<file path="src/rtl/pls_pkg.sv">
// pls_pkg: shared types and constants for the positional list store.
// Used by pls_ctrl, pls_datapath and positional_list_store; no dependencies.
package pls_pkg;

    localparam int CAPACITY_DEF = 16;
    localparam int DATA_W       = 32;

    typedef enum logic [2:0] {
        CMD_APPEND    = 3'd0,
        CMD_PREPEND   = 3'd1,
        CMD_REM_FIRST = 3'd2,
        CMD_REM_LAST  = 3'd3,
        CMD_REM_AT    = 3'd4,
        CMD_INS_AT    = 3'd5,
        CMD_READ      = 3'd6
    } cmd_t;

    typedef enum logic [1:0] {
        ST_DONE    = 2'd0,
        ST_IGNORED = 2'd1,
        ST_FULL    = 2'd2,
        ST_EMPTY   = 2'd3
    } status_t;

    typedef enum logic [1:0] {
        OP_HOLD,
        OP_INSERT,
        OP_REMOVE
    } op_t;

    typedef enum logic [1:0] {
        S_IDLE,
        S_OUT,
        S_READ
    } state_t;

    typedef struct packed {
        logic accept;
        logic rotate;
        logic show_elem;
    } ctl_cmd_t;

    typedef struct packed {
        logic read_go;
        logic last_elem;
    } dp_stat_t;

endpackage

</file>
<file path="src/rtl/pls_ctrl.sv">
// pls_ctrl: sequencer for the positional list store.
// Depends on pls_pkg; drives pls_datapath through ctl_cmd_t.
module pls_ctrl (
    input  logic               clk,
    input  logic               rst_n,
    input  logic               in_valid,
    output logic               in_ready,
    output logic               out_valid,
    input  logic               out_ready,
    input  pls_pkg::dp_stat_t  stat,
    output pls_pkg::ctl_cmd_t  cmd
);

    pls_pkg::state_t state_reg;
    pls_pkg::state_t state_next;

    always_ff @(posedge clk or negedge rst_n)
    begin
        if (!rst_n)
        begin
            state_reg <= pls_pkg::S_IDLE;
        end
        else
        begin
            state_reg <= state_next;
        end
    end

    always_comb
    begin
        state_next = state_reg;
        unique case (state_reg)
            pls_pkg::S_IDLE:
            begin
                if (in_valid)
                begin
                    state_next = stat.read_go ? pls_pkg::S_READ : pls_pkg::S_OUT;
                end
            end
            pls_pkg::S_OUT:
            begin
                if (out_ready)
                begin
                    state_next = pls_pkg::S_IDLE;
                end
            end
            pls_pkg::S_READ:
            begin
                if (out_ready && stat.last_elem)
                begin
                    state_next = pls_pkg::S_IDLE;
                end
            end
            default:
            begin
                state_next = pls_pkg::S_IDLE;
            end
        endcase
    end

    always_comb
    begin
        in_ready      = 1'b0;
        out_valid     = 1'b0;
        cmd.accept    = 1'b0;
        cmd.rotate    = 1'b0;
        cmd.show_elem = 1'b0;
        unique case (state_reg)
            pls_pkg::S_IDLE:
            begin
                in_ready   = 1'b1;
                cmd.accept = in_valid;
            end
            pls_pkg::S_OUT:
            begin
                out_valid = 1'b1;
            end
            pls_pkg::S_READ:
            begin
                out_valid     = 1'b1;
                cmd.show_elem = 1'b1;
                cmd.rotate    = out_ready;
            end
            default:
            begin
                in_ready = 1'b0;
            end
        endcase
    end

endmodule

</file>
<file path="src/rtl/pls_datapath.sv">
// pls_datapath: shifting entry cells, count, command decode and result fields.
// Depends on pls_pkg; controlled by pls_ctrl.
module pls_datapath #(
    parameter int CAPACITY = pls_pkg::CAPACITY_DEF,
    parameter int CW       = $clog2(CAPACITY + 1),
    parameter int PW       = $clog2(CAPACITY + 2)
) (
    input  logic                              clk,
    input  logic                              rst_n,
    input  pls_pkg::ctl_cmd_t                 cmd,
    output pls_pkg::dp_stat_t                 stat,
    input  logic [2:0]                        command,
    input  logic [PW-1:0]                     position,
    input  logic signed [pls_pkg::DATA_W-1:0] data_value,
    output logic signed [pls_pkg::DATA_W-1:0] element_value,
    output logic [CW-1:0]                     entry_count,
    output logic [1:0]                        status,
    output logic                              last_of_run
);

    localparam int IW = (CAPACITY > 1) ? $clog2(CAPACITY) : 1;

    logic signed [pls_pkg::DATA_W-1:0] entry_reg  [CAPACITY];
    logic signed [pls_pkg::DATA_W-1:0] entry_next [CAPACITY];
    logic [CW-1:0]                     count_reg, count_next;
    logic [CW-1:0]                     left_reg, left_next;
    pls_pkg::status_t                  status_reg, status_next;

    pls_pkg::op_t     op;
    pls_pkg::status_t st;
    logic [PW-1:0]    slot_w;
    logic [IW-1:0]    slot;
    logic [PW-1:0]    cnt_x;
    logic             full;
    logic             empty;
    logic [CW-1:0]    last_idx;

    assign cnt_x    = PW'(count_reg);
    assign full     = (count_reg == CW'(CAPACITY));
    assign empty    = (count_reg == '0);
    assign slot     = slot_w[IW-1:0];
    assign last_idx = count_reg - CW'(1);

    always_comb
    begin
        op     = pls_pkg::OP_HOLD;
        st     = pls_pkg::ST_DONE;
        slot_w = '0;
        unique case (pls_pkg::cmd_t'(command))
            pls_pkg::CMD_APPEND:
            begin
                if (full) st = pls_pkg::ST_FULL;
                else
                begin
                    op     = pls_pkg::OP_INSERT;
                    slot_w = cnt_x;
                end
            end
            pls_pkg::CMD_PREPEND:
            begin
                if (full) st = pls_pkg::ST_FULL;
                else op = pls_pkg::OP_INSERT;
            end
            pls_pkg::CMD_REM_FIRST:
            begin
                if (empty) st = pls_pkg::ST_IGNORED;
                else op = pls_pkg::OP_REMOVE;
            end
            pls_pkg::CMD_REM_LAST:
            begin
                if (empty) st = pls_pkg::ST_IGNORED;
                else
                begin
                    op     = pls_pkg::OP_REMOVE;
                    slot_w = cnt_x - PW'(1);
                end
            end
            pls_pkg::CMD_REM_AT:
            begin
                if (position == '0 || position > cnt_x) st = pls_pkg::ST_IGNORED;
                else
                begin
                    op     = pls_pkg::OP_REMOVE;
                    slot_w = position - PW'(1);
                end
            end
            pls_pkg::CMD_INS_AT:
            begin
                if (position == '0 || position > cnt_x + PW'(1)) st = pls_pkg::ST_IGNORED;
                else if (full) st = pls_pkg::ST_FULL;
                else
                begin
                    op     = pls_pkg::OP_INSERT;
                    slot_w = position - PW'(1);
                end
            end
            pls_pkg::CMD_READ:
            begin
                st = empty ? pls_pkg::ST_EMPTY : pls_pkg::ST_DONE;
            end
            default:
            begin
                st = pls_pkg::ST_IGNORED;
            end
        endcase
    end

    assign stat.read_go   = (pls_pkg::cmd_t'(command) == pls_pkg::CMD_READ) && !empty;
    assign stat.last_elem = (left_reg == CW'(1));

    // cells see neighbors or cell 0; rotate cycles the occupied span for read out
    for (genvar i = 0; i < CAPACITY; i++)
    begin : g_cell
        always_comb
        begin
            entry_next[i] = entry_reg[i];
            if (cmd.accept && op == pls_pkg::OP_INSERT)
            begin
                if (IW'(i) == slot) entry_next[i] = data_value;
                else if (IW'(i) > slot)
                begin
                    if (i > 0) entry_next[i] = entry_reg[(i > 0) ? i - 1 : 0];
                end
            end
            else if (cmd.accept && op == pls_pkg::OP_REMOVE)
            begin
                if (IW'(i) >= slot && i < CAPACITY - 1)
                begin
                    entry_next[i] = entry_reg[(i < CAPACITY - 1) ? i + 1 : i];
                end
            end
            else if (cmd.rotate)
            begin
                if (CW'(i) == last_idx) entry_next[i] = entry_reg[0];
                else if (CW'(i) < last_idx && i < CAPACITY - 1)
                begin
                    entry_next[i] = entry_reg[(i < CAPACITY - 1) ? i + 1 : i];
                end
            end
        end

        always_ff @(posedge clk)
        begin
            entry_reg[i] <= entry_next[i];
        end
    end

    always_comb
    begin
        count_next  = count_reg;
        left_next   = left_reg;
        status_next = status_reg;
        if (cmd.accept)
        begin
            status_next = st;
            left_next   = count_reg;
            if (op == pls_pkg::OP_INSERT) count_next = count_reg + CW'(1);
            else if (op == pls_pkg::OP_REMOVE) count_next = count_reg - CW'(1);
        end
        else if (cmd.rotate)
        begin
            left_next = left_reg - CW'(1);
        end
    end

    always_ff @(posedge clk or negedge rst_n)
    begin
        if (!rst_n)
        begin
            count_reg <= '0;
        end
        else
        begin
            count_reg <= count_next;
        end
    end

    always_ff @(posedge clk)
    begin
        left_reg   <= left_next;
        status_reg <= status_next;
    end

    assign element_value = cmd.show_elem ? entry_reg[0] : '0;
    assign entry_count   = count_reg;
    assign status        = status_reg;
    assign last_of_run   = cmd.show_elem ? stat.last_elem : 1'b1;

endmodule

</file>
<file path="src/rtl/positional_list_store.sv">
// positional_list_store: top level, bounded ordered list with positional edits.
// Depends on pls_pkg, pls_ctrl and pls_datapath.
//
//  channel | handshake            | payload
//  --------+----------------------+------------------------------------------------
//  input   | in_valid / in_ready  | command, position, data_value
//  output  | out_valid / out_ready| element_value, entry_count, status, last_of_run
//
// One item at a time: every edit of the entry cells is done in the cycle the item
// is accepted, by neighbor shifts; the status result is offered from the next cycle.
// Read out gives one element per cycle, the cells rotating once per element taken.
// Read out stalls while out_ready is low; an empty list gives only the status.
// Reset clears the count and the sequencer state only; entry contents are undefined until written.
// in_ready is low while any result of the current item is pending.
module positional_list_store #(
    parameter int CAPACITY = pls_pkg::CAPACITY_DEF,
    parameter int CW       = $clog2(CAPACITY + 1),
    parameter int PW       = $clog2(CAPACITY + 2)
) (
    input  logic                              clk,
    input  logic                              rst_n,
    input  logic                              in_valid,
    output logic                              in_ready,
    input  logic [2:0]                        command,
    input  logic [PW-1:0]                     position,
    input  logic signed [pls_pkg::DATA_W-1:0] data_value,
    output logic                              out_valid,
    input  logic                              out_ready,
    output logic signed [pls_pkg::DATA_W-1:0] element_value,
    output logic [CW-1:0]                     entry_count,
    output logic [1:0]                        status,
    output logic                              last_of_run
);

    pls_pkg::ctl_cmd_t cmd;
    pls_pkg::dp_stat_t stat;

    pls_ctrl u_ctrl (
        .clk       (clk),
        .rst_n     (rst_n),
        .in_valid  (in_valid),
        .in_ready  (in_ready),
        .out_valid (out_valid),
        .out_ready (out_ready),
        .stat      (stat),
        .cmd       (cmd)
    );

    pls_datapath #(
        .CAPACITY (CAPACITY),
        .CW       (CW),
        .PW       (PW)
    ) u_dp (
        .clk           (clk),
        .rst_n         (rst_n),
        .cmd           (cmd),
        .stat          (stat),
        .command       (command),
        .position      (position),
        .data_value    (data_value),
        .element_value (element_value),
        .entry_count   (entry_count),
        .status        (status),
        .last_of_run   (last_of_run)
    );

`ifndef SYNTH
    a_one_at_a_time: assert property (@(posedge clk) disable iff (!rst_n)
        in_ready |-> !out_valid)
        else $error("input taken while a result is pending");

    a_result_follows: assert property (@(posedge clk) disable iff (!rst_n)
        (in_valid && in_ready) |=> out_valid)
        else $error("no result after accepted item");

    a_last_ends_run: assert property (@(posedge clk) disable iff (!rst_n)
        (out_valid && out_ready && last_of_run) |=> !out_valid)
        else $error("result offered after final result");

    a_count_bound: assert property (@(posedge clk) disable iff (!rst_n)
        entry_count <= CW'(CAPACITY))
        else $error("count above capacity");
`endif

endmodule
</file>
<file path="config.mk">
export PLATFORM = sky130hd
export DESIGN_NAME = positional_list_store
export DESIGN_NICKNAME = d
export VERILOG_FILES = /design/src/rtl/pls_pkg.sv /design/src/rtl/pls_ctrl.sv /design/src/rtl/pls_datapath.sv /design/src/rtl/positional_list_store.sv
export SDC_FILE = /design/constraint.sdc
export NUM_CORES = 1
export LEC_CHECK = 0
export BUFFER_PORTS_ARGS = -buffer_cell sky130_fd_sc_hd__buf_2
export CAP_MARGIN = 20
export CORE_MARGIN = 10
export CORE_UTILIZATION = 45
export DETAILED_ROUTE_END_ITERATION = 10
export MAX_ROUTING_LAYER = met4
export SYNTH_ARGS = -nofsm -noshare
export SYNTH_HDL_FRONTEND = slang
export SYNTH_HIERARCHICAL = 1
export SYNTH_SLANG_ARGS = --single-unit
</file>
<file path="constraint.sdc">
create_clock -name clk -period 9 [get_ports clk]
set_input_delay 0.45 -clock clk [delete_from_list [all_inputs] [get_ports clk]]
set_output_delay 0.45 -clock clk [all_outputs]
set_load 0.02 [all_outputs]
</file>
==> flow_metrics.tcl <==
set metrics [dict create \
    gp_congestion 0.8783 \
    multi_input_area_um2 18690 \
    vias_per_cell 7.494 \
    routed_wl_mm 142.7 \
    power_density_nw_per_um2 296.4 \
    antenna_found_initial 4 \
    dr.first_iter.drc_count 4209 \
    area_delta_synth_final_pct 8.712 \
    fillers 7278 \
    total_leakage_power_nw 14.09 \
    grt_max_degree 164 \
    htree_num_levels 3 \
    synthFlopType "edfxtp_1" \
    max_slew_margin 0.2173 \
    power_w 0.01168 \
    yosys_register_bits 526 \
    drc_errors 0 \
    power.switching_w 0.005084 \
    path_clk_slew_ns 0.06 \
    fin_nets 3217 \
    die_x_um 303.8 \
    place_ws_ns 2.610 \
    syn-num-nets 3451 \
    seqPwrFrac 0.346 \
    cts_buffers 66 \
    path_common_cell "ha_1" \
    setup_slack_ns 2.456 \
    switching_share 0.4353 \
    syn_area_per_cell_um2 10.71 \
    worst_pin_slew_ns 1.174 \
    slowest_stage "dfrtp_1" \
    ys_types 71 \
    required_ns 9.27 \
    rsz0062_at_grt "no" \
    layout_worst_path_cycle_share 0.7271 \
    max_stage_delay_ns 0.75 \
    p_clk_frac 0.222 \
    worstPathCellList "inv_1 > ha_1 > inv_1 > ha_1 > nand2b_1 > a211o_1 > a21oi_2 > o21a_1 > nor2_1 > nor2b_1 > ha_1 > nand2_4 > nand2_1 > a21oi_1 > a31o_2 > o311a_2 > buf_4" \
    min_period_ns 6.544 \
    crit_arrival_ns 6.81 \
    hold_buffers 1 \
    yosysSeqAreaShare 0.4348 \
    cts_tree "built" \
    dr.pass1.iters 6 \
    clock-sinks 526 \
    cp_num_buf_inv 3 \
    p_comb_frac 0.432 \
    cp_max_fo 74 \
    cap_viol_max_count 0 \
    largest_register_ffs 512 \
    first_global_vias 31370 \
    place_hpwl_mm 79.72 \
    critPathKind "reg2reg" \
    drive_above_1_share 0.1520 \
    vias 31910 \
    min_path_type "in2reg" \
    setup_violations 0 \
    die_h_um 303.8 \
    end_kind "flop" \
    grt_pass1_wl_mm 210.8 \
    synth_edf_count 519 \
    rows 104 \
    initial_core_util 0.4522 \
    fmax_ghz 0.1528 \
    clock_skew_ns 0.01826 \
    final_antenna_net_count 0 \
    internal_power_w 0.006594 \
    cts.path.max_buffers 3 \
    status "finished clean" \
    wire_per_inst_um 33.51 \
    setup_tns_ns 0 \
    synth_cells 3383 \
    post_cts.repair.setup_buffers 0 \
    clock-root-buffer "clkbuf_16" \
    io_buffer_count 85 \
    yosys_warnings 6 \
    coreArea_um2 80160 \
    die-area_um2 92300 \
    grt_usage 0.2998 \
    overflow 0 \
    async_reset_ff_frac 0.01331 \
    cp-start-kind "flop" \
    hold_viol_final 0 \
    netlist_area_um2 36250 \
    clock_latency_ns 0.61 \
    ir_worst_vdd_mv 0.2470 \
    drv_slew 0 \
    ctsResizeCount 0 \
    seq_area_um2 15760 \
    crit_family "compound AO/OA/AOI/OAI gates" \
    io_pins 86 \
]
[kinds of logic after synthesis]
logic type	synth area share
compound gates	0.2937
xor+xnor	0.004108
fa+ha+maj	0.008284
buf+inv	0.06179
flops	0.4348
mux	0.09058
simple gates	0.1068
[synthesized netlist by cell type, types with 24 or more instances]
| library cell | number | area [um2] |
|---|---|---|
| mux2i_1 | 328 | 3283 |
| and3_1 | 93 | 581.8 |
| a311oi_1 | 96 | 840.8 |
| o41a_1 | 289 | 3254 |
| inv_1 | 48 | 180.2 |
| nand2_1 | 166 | 623.1 |
| nand2b_1 | 37 | 231.5 |
| o41ai_1 | 31 | 271.5 |
| o31ai_1 | 34 | 255.2 |
| nand4_1 | 40 | 250.2 |
| a221oi_2 | 96 | 1441 |
| a221oi_1 | 197 | 1725 |
| and2_1 | 36 | 225.2 |
| a31oi_1 | 36 | 225.2 |
| buf_1 | 31 | 116.4 |
| nor2_1 | 404 | 1516 |
| o221a_2 | 32 | 360.4 |
| edfxtp_1 | 519 | 15580 |
| clkbuf_1 | 367 | 1378 |
| ha_1 | 24 | 300.3 |
| buf_2 | 95 | 475.5 |
| a211oi_1 | 189 | 1419 |
| o211a_1 | 31 | 310.3 |
[path summary, 6_finish.rpt]
| check | start | to | slack (ns) | depth (start not counted) |
|---|---|---|---|---|
| max reg2reg | u_dp/entry_count[0] | u_dp/entry_reg[0][68] | 2.46 | 17 |
| max in group asynchronous | rst_n | u_dp/entry_count[0] | 8.62 | 2 |
| min reg2reg | u_dp/entry_reg[0][61] | u_dp/entry_reg[0][29] | 0.56 | 2 |
| max | u_dp/entry_count[0] | u_dp/entry_reg[0][68] | 2.46 | 17 |
| min in group asynchronous | rst_n | u_ctrl/state_reg[0] | 0.21 | 2 |
| min | data_value[17] | u_dp/entry_reg[0][17] | 0.15 | 3 |
[area by class of cell]
cell class | instances | area share
Clock buffer | 82 | 0.04506
Multi-Input combinational cell | 2305 | 0.4743
Inverter | 49 | 0.004668
Timing Repair Buffer | 201 | 0.03626
Tap cell | 1060 | 0.03366
Antenna cell | 1 | 0.00006350
Sequential cell | 526 | 0.3999
Clock inverter | 34 | 0.006065
[layout by cell type, fill, tap and decap left out, types with 9 or more instances in the layout]
master     Yosys  routed
o41a_1       289     289
a211oi_1     189     189
nor3_1        11       9
a21oi_1       19      16
and3_1        93      93
clkbuf_1     367      13
a31oi_1       36      35
nand2_1      166     161
mux2i_1      328     328
o221a_2       32      32
clkinv_2       0      11
ha_1          24      22
o41ai_1       31      31
o211a_1       31      31
and2_1        36      35
clkinv_1       1      17
nor2_1       404     403
o31ai_1       34      34
nor4_4         1      11
a311oi_1      96      96
buf_2         95      85
a221oi_1     197     197
o21ai_0       14      11
inv_1         48      48
a221oi_2      96      96
nand2b_1      37      37
nand4_1       40      40
buf_4          7      99
xnor2_1       14      14
edfxtp_1     519     519
clkbuf_16      0      69
[through the flow]
stage                       util  cell area [um2]  hold slack, ns  instances
after floorplan                -            36250          0.1544       3383
after global placement    0.4647            37250          0.2996       4127
after detailed placement  0.4657            37330          0.3100       4134
after CTS                 0.4909            39350          0.1300       4251
after global routing      0.4916            39400          0.1650       4257
final                     0.4916            39410          0.1537       4258
[routing by layer]
layer  GRT usage  part of all wire
met1      0.3882              0.40
met2      0.4550              0.45
met3     0.05126             0.097
met4      0.1361             0.048
met5           -                 0
[power by group through the flow]
| stage | Combinational, W | Clock [W] | Sequential, W |
|---|---|---|---|
| 3_5_place_dp | 0.00488 | 0 | 0.00408 |
| 2_1_floorplan | 0.00332 | 0 | 0.00387 |
| 6_report | 0.00504 | 0.00259 | 0.00405 |
| 4_1_cts | 0.00489 | 0.00261 | 0.00403 |
| 3_3_place_gp | 0.00479 | 0 | 0.00406 |
| 5_1_grt | 0.00525 | 0.00270 | 0.00410 |
[worst register-to-register path, cell delays in order (launching register included)]
cell	delay, ns
dfrtp_1	0.75
inv_1	0.23
ha_1	0.52
inv_1	0.11
ha_1	0.31
nand2b_1	0.06
a211o_1	0.30
a21oi_2	0.31
o21a_1	0.16
nor2_1	0.04
nor2b_1	0.15
ha_1	0.34
nand2_4	0.70
nand2_1	0.62
a21oi_1	0.28
a31o_2	0.13
o311a_2	0.70
buf_4	0.47
(Power assumes the default switching activity.)
